$ cat config.mk
export PLATFORM = sky130hd
export DESIGN_NAME = ecs_cordic
export DESIGN_NICKNAME = d
export VERILOG_FILES = /design/src/hw/rtl/ecs_pkg.sv /design/src/hw/rtl/ecs_cordic.sv
export SDC_FILE = /design/constraint.sdc
export NUM_CORES = 2
export LEC_CHECK = 0
export BUFFER_PORTS_ARGS = -buffer_cell sky130_fd_sc_hd__buf_2
export CORE_AREA = 2 2 422 424
export CTS_BUF_LIST = sky130_fd_sc_hd__clkbuf_2 sky130_fd_sc_hd__clkbuf_4 sky130_fd_sc_hd__clkbuf_8
export CTS_CLUSTER_SIZE = 40
export DETAILED_ROUTE_END_ITERATION = 10
export DIE_AREA = 0 0 424 426
export PLACE_DENSITY = 0.74
export SYNTH_ARGS = -nofsm -noshare
export SYNTH_HDL_FRONTEND = slang
export SYNTH_SLANG_ARGS = --single-unit
$ cat constraint.sdc
create_clock -name clk -period 6 [get_ports clk]
set_clock_uncertainty 0.1 [all_clocks]
set_input_delay 1.2 -clock clk [delete_from_list [all_inputs] [get_ports clk]]
set_output_delay 1.2 -clock clk [all_outputs]
set_load 0.01 [all_outputs]
$ cat src/hw/rtl/ecs_pkg.sv
// ----------------------------------------------------------------------------
// Cube cross sampler package
// Shared types, fixed-point constants and the CORDIC angle table.
// ----------------------------------------------------------------------------
package ecs_pkg;

  localparam int MAX_FACE_SIZE_DEF = 1024;
  localparam int FRACTION_BITS_DEF = 8;
  localparam logic [10:0] FACE_SIZE_RST = 11'd256;

  localparam int CW = 27;
  localparam int AW = 22;
  localparam int CORDIC_ITERS = 16;
  localparam int DIV_BITS = 16;

  localparam logic signed [AW-1:0] ANG_HALF    = 22'sd524288;
  localparam logic signed [AW-1:0] ANG_QUARTER = 22'sd262144;
  localparam logic signed [16:0]   ONE_Q14     = 17'sd16384;
  localparam logic signed [16:0]   INV_GAIN    = 17'sd39797;

  localparam logic [2:0] FACE_NX = 3'd0;
  localparam logic [2:0] FACE_NY = 3'd1;
  localparam logic [2:0] FACE_PX = 3'd2;
  localparam logic [2:0] FACE_PY = 3'd3;
  localparam logic [2:0] FACE_PZ = 3'd4;
  localparam logic [2:0] FACE_NZ = 3'd5;

  typedef struct packed {
    logic [2:0] face;
    logic [9:0] col;
    logic [9:0] row;
  } in_req_t;

  typedef struct packed {
    logic [11:0] dest_x;
    logic [11:0] dest_y;
    logic [11:0] src_u_lo;
    logic [10:0] src_v_lo;
    logic [11:0] src_u_hi;
    logic [10:0] src_v_hi;
    logic [7:0]  frac_s;
    logic [7:0]  frac_t;
    logic        in_range;
  } out_req_t;

  function automatic logic signed [AW-1:0] atan_ang(input int k);
    logic signed [AW-1:0] v;
    case (k)
      0:  v = 22'sd131072;
      1:  v = 22'sd77376;
      2:  v = 22'sd40884;
      3:  v = 22'sd20753;
      4:  v = 22'sd10417;
      5:  v = 22'sd5213;
      6:  v = 22'sd2607;
      7:  v = 22'sd1304;
      8:  v = 22'sd652;
      9:  v = 22'sd326;
      10: v = 22'sd163;
      11: v = 22'sd81;
      12: v = 22'sd41;
      13: v = 22'sd20;
      14: v = 22'sd10;
      15: v = 22'sd5;
      default: v = '0;
    endcase
    return v;
  endfunction

endpackage

$ cat src/hw/rtl/ecs_cordic.sv
// ----------------------------------------------------------------------------
// Pipelined CORDIC vectoring unit
// Quadrant fold followed by one rotation stage per iteration.
// ----------------------------------------------------------------------------
module ecs_cordic #(
  parameter int SW = 1
) (
  input  logic                            clk,
  input  logic                            rst_n,
  input  logic                            en,
  input  logic                            vld_i,
  input  logic signed [ecs_pkg::CW-1:0]   x_i,
  input  logic signed [ecs_pkg::CW-1:0]   y_i,
  input  logic [SW-1:0]                   side_i,
  output logic                            vld_o,
  output logic signed [ecs_pkg::AW-1:0]   ang_o,
  output logic signed [ecs_pkg::CW-1:0]   mag_o,
  output logic [SW-1:0]                   side_o
);

  localparam int W  = ecs_pkg::CW;
  localparam int AW = ecs_pkg::AW;
  localparam int NI = ecs_pkg::CORDIC_ITERS;

  logic [NI:0]          v_r;
  logic signed [W-1:0]  x_r [NI+1];
  logic signed [W-1:0]  y_r [NI+1];
  logic signed [AW-1:0] z_r [NI+1];
  logic                 zr_r [NI+1];
  logic [SW-1:0]        s_r [NI+1];

  logic signed [W-1:0]  x0, y0;
  logic signed [AW-1:0] z0;

  always_comb begin
    x0 = x_i;
    y0 = y_i;
    z0 = '0;
    if (x_i < 0) begin
      if (y_i >= 0) begin
        x0 = y_i;
        y0 = -x_i;
        z0 = ecs_pkg::ANG_QUARTER;
      end else begin
        x0 = -y_i;
        y0 = x_i;
        z0 = -ecs_pkg::ANG_QUARTER;
      end
    end
  end

  always_ff @(posedge clk) begin
    if (!rst_n) begin
      v_r <= '0;
    end else if (en) begin
      v_r <= {v_r[NI-1:0], vld_i};
    end
  end

  always_ff @(posedge clk) begin
    if (en) begin
      x_r[0]  <= x0;
      y_r[0]  <= y0;
      z_r[0]  <= z0;
      zr_r[0] <= (x_i == 0) && (y_i == 0);
      s_r[0]  <= side_i;
    end
  end

  for (genvar k = 0; k < NI; k++) begin : g_it
    logic signed [W-1:0] dx, dy;
    assign dx = y_r[k] >>> k;
    assign dy = x_r[k] >>> k;
    always_ff @(posedge clk) begin
      if (en) begin
        zr_r[k+1] <= zr_r[k];
        s_r[k+1]  <= s_r[k];
        if (y_r[k] >= 0) begin
          x_r[k+1] <= x_r[k] + dx;
          y_r[k+1] <= y_r[k] - dy;
          z_r[k+1] <= z_r[k] + ecs_pkg::atan_ang(k);
        end else begin
          x_r[k+1] <= x_r[k] - dx;
          y_r[k+1] <= y_r[k] + dy;
          z_r[k+1] <= z_r[k] - ecs_pkg::atan_ang(k);
        end
      end
    end
  end

  assign vld_o  = v_r[NI];
  assign ang_o  = zr_r[NI] ? '0 : z_r[NI];
  assign mag_o  = zr_r[NI] ? '0 : x_r[NI];
  assign side_o = s_r[NI];

endmodule

-- Word level (Yosys, flattened, before mapping)
Memory sizes are Yosys's and may differ from the RTL's.
Index checks and enable logic that the tools add are counted.
- reduce and logical (&&, ||, !) cells: 3
- multiplexer cells: 154
- bitwise logic cells: 48
- $lt $le $gt $ge: 18
- add/sub/neg operators: 97
- operators with widths (cell ; count):
    27-bit 2-to-1 mux ; 37
    27-bit by 1-bit >= comparator with 1-bit output, second input constant ; 17
    22-bit 2-to-1 mux ; 19
    1-bit 2-to-1 mux ; 98
    32-bit zero test ; 2
    27-bit by 12-bit adder with 27-bit output ; 2
    27-bit by 13-bit adder with 27-bit output ; 2
    27-bit by 14-bit adder with 27-bit output ; 2
    27-bit by 15-bit adder with 27-bit output ; 2
    27-bit by 16-bit adder with 27-bit output ; 2
    27-bit by 17-bit adder with 27-bit output ; 2
    27-bit by 18-bit adder with 27-bit output ; 2
    27-bit by 19-bit adder with 27-bit output ; 2
    27-bit by 20-bit adder with 27-bit output ; 2
    27-bit by 21-bit adder with 27-bit output ; 2
    27-bit by 22-bit adder with 27-bit output ; 2
    27-bit by 23-bit adder with 27-bit output ; 2
    27-bit by 24-bit adder with 27-bit output ; 2
    27-bit by 25-bit adder with 27-bit output ; 2
    27-bit by 26-bit adder with 27-bit output ; 2
    27-bit negation ; 2
    27-bit by 12-bit subtractor with 27-bit output ; 2
    27-bit by 13-bit subtractor with 27-bit output ; 2
    27-bit by 14-bit subtractor with 27-bit output ; 2
    other kinds (49) ; 109
- word-level logic and storage cells: 326
- memory bits (writable): 1326
- memories kept: 5
- bits in registers: 17
- input port bits: 59
- output and inout bits: 51
- memories (memory ; depth ; bits a word ; rd ports ; clocked after memory_dff ; write ports ; line ; source):
    x_r ; 17 ; 27 ; 17 ; 0 ; 17 ; ecs_cordic.sv:26 ; logic signed [W-1:0] x_r [NI+1];
    y_r ; 17 ; 27 ; 16 ; 0 ; 17 ; ecs_cordic.sv:27 ; logic signed [W-1:0] y_r [NI+1];
    z_r ; 17 ; 22 ; 17 ; 0 ; 17 ; ecs_cordic.sv:28 ; logic signed [AW-1:0] z_r [NI+1];
    s_r ; 17 ; 1 ; 17 ; 0 ; 17 ; ecs_cordic.sv:30 ; logic [SW-1:0] s_r [NI+1];
    zr_r ; 17 ; 1 ; 17 ; 0 ; 17 ; ecs_cordic.sv:29 ; logic zr_r [NI+1];

-- Longest topological paths before layout
- word-level depth: 5
- depth in mapped cells: 20
- gate-level depth less buffers: 20

-- Worst setup path after synthesis
Ideal clock, no wire load.
- path kind: input to register
- start point: in en
- end point: mem x_r[12][26] (netlist bit) (data pin)
- required time: 5.640 ns
- stages on the path: 18
- setup slack: 0.438 ns
- library setup time: 0.260 ns
- buffers on the path: 3
- arrival: 5.203 ns
- cells stage by stage: clkbuf_1 -> clkbuf_1 -> nand2_1 -> clkinv_1 -> clkbuf_1 -> nor2_1 -> xnor2_1 -> ha_1 -> nor2b_1 -> o21ai_0 -> a21oi_1 -> o21a_1 -> o21a_1 -> o41ai_4 -> o221ai_1 -> a2111o_1 -> a31oi_1 -> xnor2_1
- RTL lines (element ; line ; source):
    from (decl) ; ecs_cordic.sv:10 ; input logic en,
    to (decl) ; ecs_cordic.sv:26 ;

==> results.py <==
metrics = {
    "floorplan": {
        "design.core.area_mm2": 0.176,
        "num_rows": 154,
        "fp.dieH_um": 426,
        "die-area_mm2": 0.181,
        "die_w_um": 424,
        "io_pins": 110,
        "initial_utilization_pct": 57.8,
    },
    "clocking": {
        "numCtsBuffers": 209,
        "clk_pin_slew_ns": 0.06,
        "insertion_delay_ns": 1.01,
        "h-tree-depth": 4,
        "cts_tree": "built",
        "hold_buffers": 0,
        "cts.repair.resized": 0,
        "cts_setup_buffers": 0,
        "cts_root_buffer": "clkbuf_8",
        "cts.path.max_buffers": 3,
        "cts_sinks": 1226,
    },
    "finish": {
        "nets": 12100,
        "area_growth_pct": 7.90,
        "most-common-layout-cells": "1209 x edfxtp_1, 1133 x ha_1, 958 x a21oi_1",
        "nFillCells": 14800,
        "layout-drive-gt1-share_pct": 6.46,
        "layout_commonest_cell": "edfxtp_1",
    },
    "global_routing": {
        "grt_max_degree": 92,
        "grt_use_total_pct": 29.0,
        "grt_pass1_wl_um": 422000,
        "overflow": 0,
        "antenna_found_initial": 2,
        "grt_pass1_vias": 78100,
    },
    "synthesis": {
        "synthArstFlopShare_pct": 0,
        "synth_area_mm2": 0.102,
        "syn_avg_cell_area_um2": 9.58,
        "synth_top_flop_cell": "edfxtp_1",
        "synth_top_family_by_area": "compound AO/OA/AOI/OAI gates",
        "synth_edf_count": 1209,
        "synth_xor_area_share_pct": 12.5,
        "synth-simple-area-share_pct": 13.8,
        "synth_top_cell_by_area": "edfxtp_1",
        "ys_ff_latch": 1226,
        "synth.area.top_cells": "edfxtp_1 36%, ha_1 14%, xnor2_1 8.2%",
        "synthCells": 10600,
        "synth_compound_area_share_pct": 19.2,
        "yosys.area.top_type_share_pct": 35.7,
        "syn_nets": 11800,
        "ys_warn_count": 0,
        "synth.distinct_cells": 101,
        "yosysSeqAreaShare_pct": 36.1,
        "muxShareOfSynthArea_pct": 0.913,
        "synth_fa_ha_area_share_pct": 14.8,
    },
    "run_status": {
        "status": "finished with violations",
        "violations": "DRC",
    },
    "drt": {
        "drc": 2,
        "drtAntennaViolNets": 0,
        "wl_per_cell_um": 20.0,
        "vias": 80900,
        "vias_per_cell": 6.07,
        "drt_iter0_drc": 6491,
        "drtPass1Iterations": 9,
        "wirelength_um": 267000,
    },
    "sta": {
        "hold_viol": 0,
        "rsz0062_at_grt": "no",
        "slew-limit-headroom_pct": 27.9,
        "tightest_slew_ns": 1.08,
        "min_period_over_period_pct": 88.0,
        "finalSetupTns_ns": 0,
        "setup_viol": 0,
        "period_minus_slack_ns": 5.28,
        "maxClockFrequency_ghz": 0.189,
        "drv_slew": 0,
    },
    "worst_setup_path": {
        "cp_max_fo": 4,
        "critPathKind": "register to register",
        "crit_arrival_ns": 5.92,
        "critPathRequiredTime_ns": 6.63,
        "cp-end-kind": "register",
        "r2r_cells": 16,
        "cp-start-kind": "register",
    },
    "placement": {
        "portBuffers": 108,
        "hpwl_um": 210000,
        "place_congestion": 0.972,
    },
    "hold_path": {
        "whs_path_depth": 0,
        "hold_class": "register to register",
    },
    "job": {
        "cap_violations": 0,
    },
}
-- per-stage QoR --
stage	worst slack [ns]	utilization (%)	hold WS [ns]	instances	instance area, um^2
after global routing	0.343	62.4	0.223	13300	110000
after floorplan	0.438	-	0.300	10600	102000
final	0.718	62.4	0.295	13300	110000
after global placement	0.403	59.8	0.300	12900	105000
after CTS	0.780	62.4	0.174	13300	110000
after detailed placement	0.303	59.8	0.305	12900	105000
-- sequential cells by signal, summed over array words and instances (netlist names) --
name and cells:
z_r 300, zr_r 17, y_r 416, v_r 17, x_r 459, s_r 17
-- Yosys cell counts (17+ instances only) --
library cell and count:
a31o_2 42, a21o_1 440, o311ai_0 18, and4_1 19, nand3b_1 25, xor2_1 503
a21oi_1 958, o2111ai_1 25, buf_1 23, mux2_2 29, nor2_1 930, a21boi_0 43
or3_1 96, or2_2 38, o21ai_1 18, nor4_1 63, nand3_1 163, a31oi_1 96
o31ai_1 128, a221oi_1 18, a211oi_1 71, or4_1 36, a211o_1 26, ha_1 1133
o41ai_1 52, nand2b_1 137, and3_1 85, mux2i_1 60, nor3_1 253, nand2_1 643
dfxtp_1 17, o21bai_1 130, nor2b_1 209, inv_1 521, o21ai_0 563, nand4_1 74
o21a_1 156, xnor2_1 949, and2_1 46, clkbuf_1 175, nor3b_1 24, o211ai_1 49
fa_1 45, edfxtp_1 1209, a2111oi_0 19
-- routing by layer --
layer | up-vias | GRT usage [%] | routed length, um
met1 | 38600 | 39.1 | 118000
met2 | 2325 | 47.4 | 123000
met3 | 487 | 3.72 | 14900
met4 | 2 | 11.6 | 10400
li1 | 39600 | - | -
met5 | - | 0 | 13
-- path summary, 6_finish.rpt --
check             startpoint         end  slack (ns)
setup / recovery  x_r[8][12]  y_r[9][26]        0.72
hold / removal       zr_r[5]     zr_r[6]        0.30
setup reg to reg  x_r[8][12]  y_r[9][26]        0.72
hold reg to reg      zr_r[5]     zr_r[6]        0.30
-- cell families (layout without fill, tap and decap cells) --
group	Yosys count	in the layout
AO/OA/AOI/OAI	3031	3031
AND/OR/NAND/NOR	2895	2895
XOR/XNOR	1453	1453
flip-flops	1226	1226
adder cells (fa/ha/maj)	1178	1178
buffers and inverters	729	1126
multiplexers	89	89
other	1	4
-- critical path: stages (launching register included) --
cell,delay [ns]
edfxtp_1,0.50
or3_1,0.42
or3_1,0.36
nor2_1,0.14
nand2_1,0.13
nor4_1,0.73
a21oi_1,0.19
xor2_1,0.20
ha_1,0.35
and4_1,0.23
nand2_1,0.06
o21ai_0,0.66
a31oi_1,0.27
a41oi_1,0.34
a21o_1,0.17
a21oi_1,0.07
xnor2_1,0.12
-- cell type report --
class | count | area, um^2 | share of cell area [%]
diodes | 3 | 7.51 | 0.00685
clock buffers | 266 | 3320 | 3.03
clock inverters | 124 | 1200 | 1.09
inverters | 524 | 1970 | 1.79
multi-input cells | 8647 | 62200 | 56.7
flip-flops and latches | 1226 | 36600 | 33.4
well taps | 2340 | 2930 | 2.67
repair buffers | 212 | 1350 | 1.23
Power is left out: the tool's default activity adds up to more than one toggle a clock period on the data nets, which glitch-free logic cannot reach.
