$ cat config.mk
export PLATFORM = sky130hd
export DESIGN_NAME = ecs_div
export DESIGN_NICKNAME = d
export VERILOG_FILES = /design/src/hw/rtl/ecs_pkg.sv /design/src/hw/rtl/ecs_div.sv
export SDC_FILE = /design/constraint.sdc
export NUM_CORES = 2
export LEC_CHECK = 0
export BUFFER_PORTS_ARGS = -buffer_cell sky130_fd_sc_hd__buf_2
export CAP_MARGIN = 20
export CORE_MARGIN = 2
export CORE_UTILIZATION = 40
export CTS_CLUSTER_DIAMETER = 120
export DETAILED_ROUTE_END_ITERATION = 7
export PLACE_DENSITY_LB_ADDON = 0.08
export SETUP_SLACK_MARGIN = 0.2
export SYNTH_ARGS = -nofsm -noshare
export SYNTH_HDL_FRONTEND = slang
export SYNTH_SLANG_ARGS = --single-unit
$ cat constraint.sdc
create_clock -name clk -period 5.24 [get_ports clk]
set_clock_uncertainty 0.15 [all_clocks]
set_input_delay 0.262 -clock clk [delete_from_list [all_inputs] [get_ports clk]]
set_output_delay 0.262 -clock clk [all_outputs]
set_load 0.05 [all_outputs]
$ cat src/hw/rtl/ecs_pkg.sv
// ----------------------------------------------------------------------------
// Cube cross sampler package
// Shared types, fixed-point constants and the CORDIC angle table.
// ----------------------------------------------------------------------------
package ecs_pkg;

  localparam int MAX_FACE_SIZE_DEF = 1024;
  localparam int FRACTION_BITS_DEF = 8;
  localparam logic [10:0] FACE_SIZE_RST = 11'd256;

  localparam int CW = 27;
  localparam int AW = 22;
  localparam int CORDIC_ITERS = 16;
  localparam int DIV_BITS = 16;

  localparam logic signed [AW-1:0] ANG_HALF    = 22'sd524288;
  localparam logic signed [AW-1:0] ANG_QUARTER = 22'sd262144;
  localparam logic signed [16:0]   ONE_Q14     = 17'sd16384;
  localparam logic signed [16:0]   INV_GAIN    = 17'sd39797;

  localparam logic [2:0] FACE_NX = 3'd0;
  localparam logic [2:0] FACE_NY = 3'd1;
  localparam logic [2:0] FACE_PX = 3'd2;
  localparam logic [2:0] FACE_PY = 3'd3;
  localparam logic [2:0] FACE_PZ = 3'd4;
  localparam logic [2:0] FACE_NZ = 3'd5;

  typedef struct packed {
    logic [2:0] face;
    logic [9:0] col;
    logic [9:0] row;
  } in_req_t;

  typedef struct packed {
    logic [11:0] dest_x;
    logic [11:0] dest_y;
    logic [11:0] src_u_lo;
    logic [10:0] src_v_lo;
    logic [11:0] src_u_hi;
    logic [10:0] src_v_hi;
    logic [7:0]  frac_s;
    logic [7:0]  frac_t;
    logic        in_range;
  } out_req_t;

  function automatic logic signed [AW-1:0] atan_ang(input int k);
    logic signed [AW-1:0] v;
    case (k)
      0:  v = 22'sd131072;
      1:  v = 22'sd77376;
      2:  v = 22'sd40884;
      3:  v = 22'sd20753;
      4:  v = 22'sd10417;
      5:  v = 22'sd5213;
      6:  v = 22'sd2607;
      7:  v = 22'sd1304;
      8:  v = 22'sd652;
      9:  v = 22'sd326;
      10: v = 22'sd163;
      11: v = 22'sd81;
      12: v = 22'sd41;
      13: v = 22'sd20;
      14: v = 22'sd10;
      15: v = 22'sd5;
      default: v = '0;
    endcase
    return v;
  endfunction

endpackage

$ cat src/hw/rtl/ecs_div.sv
// ----------------------------------------------------------------------------
// Pipelined face coordinate divider
// Two lanes of restoring division, one quotient bit per stage.
// ----------------------------------------------------------------------------
module ecs_div #(
  parameter int FW = 11,
  parameter int SW = 1
) (
  input  logic              clk,
  input  logic              rst_n,
  input  logic              en,
  input  logic              vld_i,
  input  logic [24:0]       na_i,
  input  logic [24:0]       nb_i,
  input  logic [FW-1:0]     f_i,
  input  logic [SW-1:0]     side_i,
  output logic              vld_o,
  output logic [15:0]       qa_o,
  output logic [15:0]       qb_o,
  output logic [SW-1:0]     side_o
);

  localparam int NB = ecs_pkg::DIV_BITS;
  localparam int RW = ((FW + NB - 1 > 25) ? FW + NB - 1 : 25) + 1;

  logic [NB:0]   v_r;
  logic [RW-1:0] ra_r [NB+1];
  logic [RW-1:0] rb_r [NB+1];
  logic [NB-1:0] qa_r [NB+1];
  logic [NB-1:0] qb_r [NB+1];
  logic [SW-1:0] s_r  [NB+1];

  always_ff @(posedge clk) begin
    if (!rst_n) begin
      v_r <= '0;
    end else if (en) begin
      v_r <= {v_r[NB-1:0], vld_i};
    end
  end

  always_ff @(posedge clk) begin
    if (en) begin
      ra_r[0] <= RW'(na_i);
      rb_r[0] <= RW'(nb_i);
      qa_r[0] <= '0;
      qb_r[0] <= '0;
      s_r[0]  <= side_i;
    end
  end

  for (genvar i = 0; i < NB; i++) begin : g_st
    logic [RW-1:0] d;
    assign d = RW'(f_i) << (NB - 1 - i);
    always_ff @(posedge clk) begin
      if (en) begin
        s_r[i+1] <= s_r[i];
        if (ra_r[i] >= d) begin
          ra_r[i+1] <= ra_r[i] - d;
          qa_r[i+1] <= qa_r[i] | (NB'(1) << (NB - 1 - i));
        end else begin
          ra_r[i+1] <= ra_r[i];
          qa_r[i+1] <= qa_r[i];
        end
        if (rb_r[i] >= d) begin
          rb_r[i+1] <= rb_r[i] - d;
          qb_r[i+1] <= qb_r[i] | (NB'(1) << (NB - 1 - i));
        end else begin
          rb_r[i+1] <= rb_r[i];
          qb_r[i+1] <= qb_r[i];
        end
      end
    end
  end

  assign vld_o  = v_r[NB];
  assign qa_o   = qa_r[NB];
  assign qb_o   = qb_r[NB];
  assign side_o = s_r[NB];

endmodule

-- Word level (Yosys, flattened, before mapping)
Memories as Yosys holds them, arrays and structs flattened.
Cells that the tools add are included.
- $add $sub $neg: 32
- magnitude comparators: 32
- muxes and demuxes: 258
- bitwise operators: 64
- operators by type and width (kind ; number):
    27-bit two-way mux ; 32
    16-bit two-way mux ; 32
    1-bit two-way mux ; 194
    1-bit OR ; 64
    27-bit by 11-bit greater-or-equal comparator with 1-bit output ; 2
    27-bit by 12-bit greater-or-equal comparator with 1-bit output ; 2
    27-bit by 13-bit greater-or-equal comparator with 1-bit output ; 2
    27-bit by 14-bit greater-or-equal comparator with 1-bit output ; 2
    27-bit by 15-bit greater-or-equal comparator with 1-bit output ; 2
    27-bit by 16-bit greater-or-equal comparator with 1-bit output ; 2
    27-bit by 17-bit greater-or-equal comparator with 1-bit output ; 2
    27-bit by 18-bit greater-or-equal comparator with 1-bit output ; 2
    27-bit by 19-bit greater-or-equal comparator with 1-bit output ; 2
    27-bit by 20-bit greater-or-equal comparator with 1-bit output ; 2
    27-bit by 21-bit greater-or-equal comparator with 1-bit output ; 2
    27-bit by 22-bit greater-or-equal comparator with 1-bit output ; 2
    27-bit by 23-bit greater-or-equal comparator with 1-bit output ; 2
    27-bit by 24-bit greater-or-equal comparator with 1-bit output ; 2
    27-bit by 25-bit greater-or-equal comparator with 1-bit output ; 2
    27-bit by 26-bit greater-or-equal comparator with 1-bit output ; 2
    27-bit by 11-bit subtractor with 27-bit output ; 2
    27-bit by 12-bit subtractor with 27-bit output ; 2
    27-bit by 13-bit subtractor with 27-bit output ; 2
    27-bit by 14-bit subtractor with 27-bit output ; 2
    other kinds (12) ; 24
- flip-flop bits (word level): 17
- memory bits (writable): 1479
- bits of input ports: 66
- output and inout bits: 34
- word-level logic and storage cells: 392
- memories: 5
- memories (name ; words ; width ; rd ports ; clocked after Yosys merged registers in ; write ports ; line ; text):
    ra_r ; 17 ; 27 ; 16 ; 0 ; 17 ; ecs_div.sv:27 ; logic [RW-1:0] ra_r [NB+1];
    rb_r ; 17 ; 27 ; 16 ; 0 ; 17 ; ecs_div.sv:28 ; logic [RW-1:0] rb_r [NB+1];
    qa_r ; 17 ; 16 ; 17 ; 0 ; 17 ; ecs_div.sv:29 ; logic [NB-1:0] qa_r [NB+1];
    qb_r ; 17 ; 16 ; 17 ; 0 ; 17 ; ecs_div.sv:30 ; logic [NB-1:0] qb_r [NB+1];
    s_r ; 17 ; 1 ; 17 ; 0 ; 17 ; ecs_div.sv:31 ; logic [SW-1:0] s_r [NB+1];

-- Longest topological paths before layout
An unclocked memory read counts as a cell.
- depth in word-level cells: 6
- depth in mapped cells: 13
- gate-level depth less buffers: 11

-- Worst setup path after synthesis
Ideal clock, no wire load.
- path type: input -> register
- start point: input f_i[10]
- end point: memory rb_r[6][20] (netlist name), data pin
- arrival time: 3.442 ns
- setup slack: 1.388 ns
- stages on the path: 11
- path buffers: 2
- path through: clkbuf_1 > inv_1 > ha_1 > nand2_1 > or4b_2 > or4_1 > nand4b_1 > o21ba_2 > buf_2 > inv_2 > mux2_2
- RTL lines (item ; line ; text):
    from (decl) ; ecs_div.sv:15 ; input logic [FW-1:0] f_i,
    to (decl) ; ecs_div.sv:28 ;

==> impl_metrics.json <==
{
  "worst-r2r-setup-slack_ns": 1.60,
  "syn_area_per_cell_sq_um": 12.3,
  "setup-tns-final_ns": 0,
  "maxCapViolations": 0,
  "clk-insertion-delay-late_ns": 0.77,
  "seq_area_frac_synth": 0.577,
  "totalWireLength_mm": 138,
  "design_power_total_mw": 32.0,
  "critical_path.max_stage_delay_ns": 0.56,
  "arrival_ns": 4.28,
  "finalCritPeriodShare": 0.749,
  "postCtsSetupRepairBufs": 0,
  "min_period_ns": 3.92,
  "dpl_cell_area_sq_um": 63600,
  "synth_nets": 5351,
  "critPathSlowestCell": "sky130_fd_sc_hd__or4_1",
  "cts_root_buffer": "sky130_fd_sc_hd__clkbuf_16",
  "post-dp-hpwl_mm": 97.7,
  "pre_cts_ws_ns": 1.00,
  "worst-path-max-fanout": 16,
  "setup.worst_path.start": "f_i[10]",
  "drv_slew": 0,
  "coreArea_sq_um": 150000,
  "routed-wl-met2_mm": 69.9,
  "floorplan.initialDensity": 0.403,
  "global_route_wire_length_before_repair_mm": 217,
  "timing.hold.worst_path_depth": 2,
  "grt_start_max_net_pins": 162,
  "hold_path_end": "s_r[0][0]$_DFFE_PP_",
  "hold_viol_final": 0,
  "grt_pass1_vias": 39300,
  "timing.max_slew.rel_slack": 0.339,
  "route.detailed.vias_per_inst": 5.31,
  "hold_path.class": "in2reg",
  "avgRoutedWirePerCell_microns": 18.9,
  "tritoncts_buffers": 141,
  "place_inst": 6963,
  "maxClockFrequency_mhz": 255,
  "cp_top_family": "buffers and inverters",
  "worstPathCellList": "dlygate4sd3_1, buf_2, inv_2, buf_4, ha_1, nand2_1, or4_1, o31ai_2, nor2_1, a2111o_1, nor4_2, xor2_1",
  "asyncSetResetFlopFracSynth": 0,
  "final_common_cell": "sky130_fd_sc_hd__edfxtp_1",
  "timing.critical_path.from_type": "input pin",
  "design.final.nets": 5643,
  "grt_remaining_overflow": 0,
  "mostFrequentLayoutCells": "1149 x sky130_fd_sc_hd__edfxtp_1, 350 x sky130_fd_sc_hd__ha_1, 317 x sky130_fd_sc_hd__nor2_1",
  "fp.dieArea_sq_um": 154000,
  "syn2layout_area_growth_pct": 14.3,
  "rsz0062_at_grt": "false",
  "drt_pre_antenna_iters": 5,
  "worst_hold_startpoint": "side_i",
  "detail_route.iter0.violations": 2280,
  "tightestPinTransition_ns": 0.992,
  "global_route.usage.total": 0.180,
  "final_area_sq_um": 69000,
  "status": "finished, final reports clean",
  "timing.setup.critical_path_class": "in2reg",
  "wl_met3_mm": 4.75,
  "antenna_violations_before_repair": 3,
  "finalSetupViolCount": 0,
  "clock_path_buffers": 3,
  "synth_flop_cell": "sky130_fd_sc_hd__edfxtp_1",
  "synth_edf_count": 1149,
  "synth_area_sq_um": 60400,
  "number_of_cells_in_the_finished_layout_apart_from_fillers": 7325,
  "vias": 38900,
  "met1_length_mm": 59.2,
  "cts.sink_count": 1166,
  "globalplace.congestion": 0.880,
  "ys_ff_latch": 1166,
  "p_per_area_nw_per_um2": 464,
  "drt_drc_violations_left": 0,
  "route.top_layer_used": "met5",
  "antenna-diode-count": 0,
  "cts.htree.levels": 4,
  "cp.required_ns": 5.59,
  "worst_r2r_endpoint": "ra_r[10][20]$_DFFE_PP_",
  "cp-end-kind": "register",
  "ant_nets": 0,
  "cp.buffers_inverters": 4,
  "port_buffers": 99,
  "yosysWarningCount": 0,
  "post_route_cells_drive_above_1_share": 0.0995,
  "die_height_microns": 393,
  "tritoncts": "done",
  "worst_r2r_startpoint": "ra_r[9][10]$_DFFE_PP_",
  "post_synth_inst_count": 4905,
  "power.ir.vdd_worst_uv": 279,
  "die_x_microns": 393,
  "yosys.cell_types.count": 92,
  "power_leakage_nw": 24.7,
  "timing.final.ws_setup_ns": 1.32,
  "clkTransAtPathRegs_ns": 0.06,
  "worstRegToRegCells": 9,
  "num_rows": 142,
  "ios": 100
}
[repair_timing]
action / 4_1_cts / 5_1_grt
hold endpoints to repair: 123 / 0
hold buffers: 107 / 0
resized for setup: 0 / 0
[how the worst max path moves through the flow]
| stage | depth (start not counted) | end |
|---|---|---|
| final | 12 | rb_r[9][26]$_DFFE_PP_ |
| after global routing | 12 | ra_r[14][22]$_DFFE_PP_ |
| after CTS | 12 | rb_r[9][26]$_DFFE_PP_ |
| after detailed placement | 11 | rb_r[5][17]$_DFFE_PP_ |
| after global placement | 12 | rb_r[4][26]$_DFFE_PP_ |
| after floorplan | 11 | rb_r[6][20]$_DFFE_PP_ |
[registers in the layout, summed over array words and instances (netlist names)]
register / flops
qa_r: 136
qb_r: 136
s_r: 17
ra_r: 430
v_r: 17
rb_r: 430
[final cells by class]
type | instances | area (sq um)
clock buffers | 178 | 3720
clock inverters | 77 | 658
fillers | 13500 | 80900
inverters | 153 | 574
multi-input cells | 3458 | 24500
flip-flops and latches | 1166 | 34800
well taps | 2016 | 2520
repair buffers | 277 | 2210
[kinds of logic (layout without fill, tap and decap cells)]
| group | count (synthesis) | count (layout) | share of synthesized area |
|---|---|---|---|
| multiplexers | 115 | 115 | 0.0208 |
| buffers and inverters | 281 | 685 | 0.0179 |
| XOR/XNOR | 427 | 427 | 0.0619 |
| flip-flops | 1166 | 1166 | 0.577 |
| AO/OA/AOI/OAI | 1071 | 1071 | 0.111 |
| adder cells (fa/ha/maj) | 380 | 380 | 0.0825 |
| AND/OR/NAND/NOR | 1465 | 1465 | 0.128 |
[report_power, final]
part           internal (mW)  leakage [nW]  switching (mW)
logic                   3.93          11.4            4.97
registers               12.6          11.1            1.23
clock network           5.39          2.15            3.88
[metal layers]
layer	vias up	track usage
li1	19400	-
met1	18600	0.217
met2	649	0.322
met3	260	0.0298
met4	2	0.0666
met5	-	0
[synth_stat cells (all sizes together) (38+ instances only)]
cell type | count | area share
o21a | 75 | 0.0093
nor2 | 317 | 0.020
mux2 | 80 | 0.015
nand2 | 305 | 0.019
ha | 350 | 0.073
xor2 | 242 | 0.035
nor2b | 78 | 0.0081
o21ai | 296 | 0.025
edfxtp | 1149 | 0.57
or3 | 56 | 0.0059
a21o | 86 | 0.011
nand2b | 67 | 0.0069
nor4 | 129 | 0.014
nand4 | 54 | 0.0056
nor3 | 143 | 0.012
inv | 152 | 0.0094
or4 | 50 | 0.0062
clkbuf | 110 | 0.0069
a211oi | 43 | 0.0053
xnor2 | 185 | 0.027
nor4b | 38 | 0.0056
a21oi | 309 | 0.026
nand3 | 72 | 0.0060
[through the flow]
stage | hold slack (ns) | utilization
global route | 0.0876 | 0.460
detailed placement | 0.255 | 0.424
global placement | 0.250 | 0.424
floorplan | 0.211 | -
finish | 0.135 | 0.460
CTS | 0.0689 | 0.460
No activity file was read; power rests on OpenSTA's default activity.
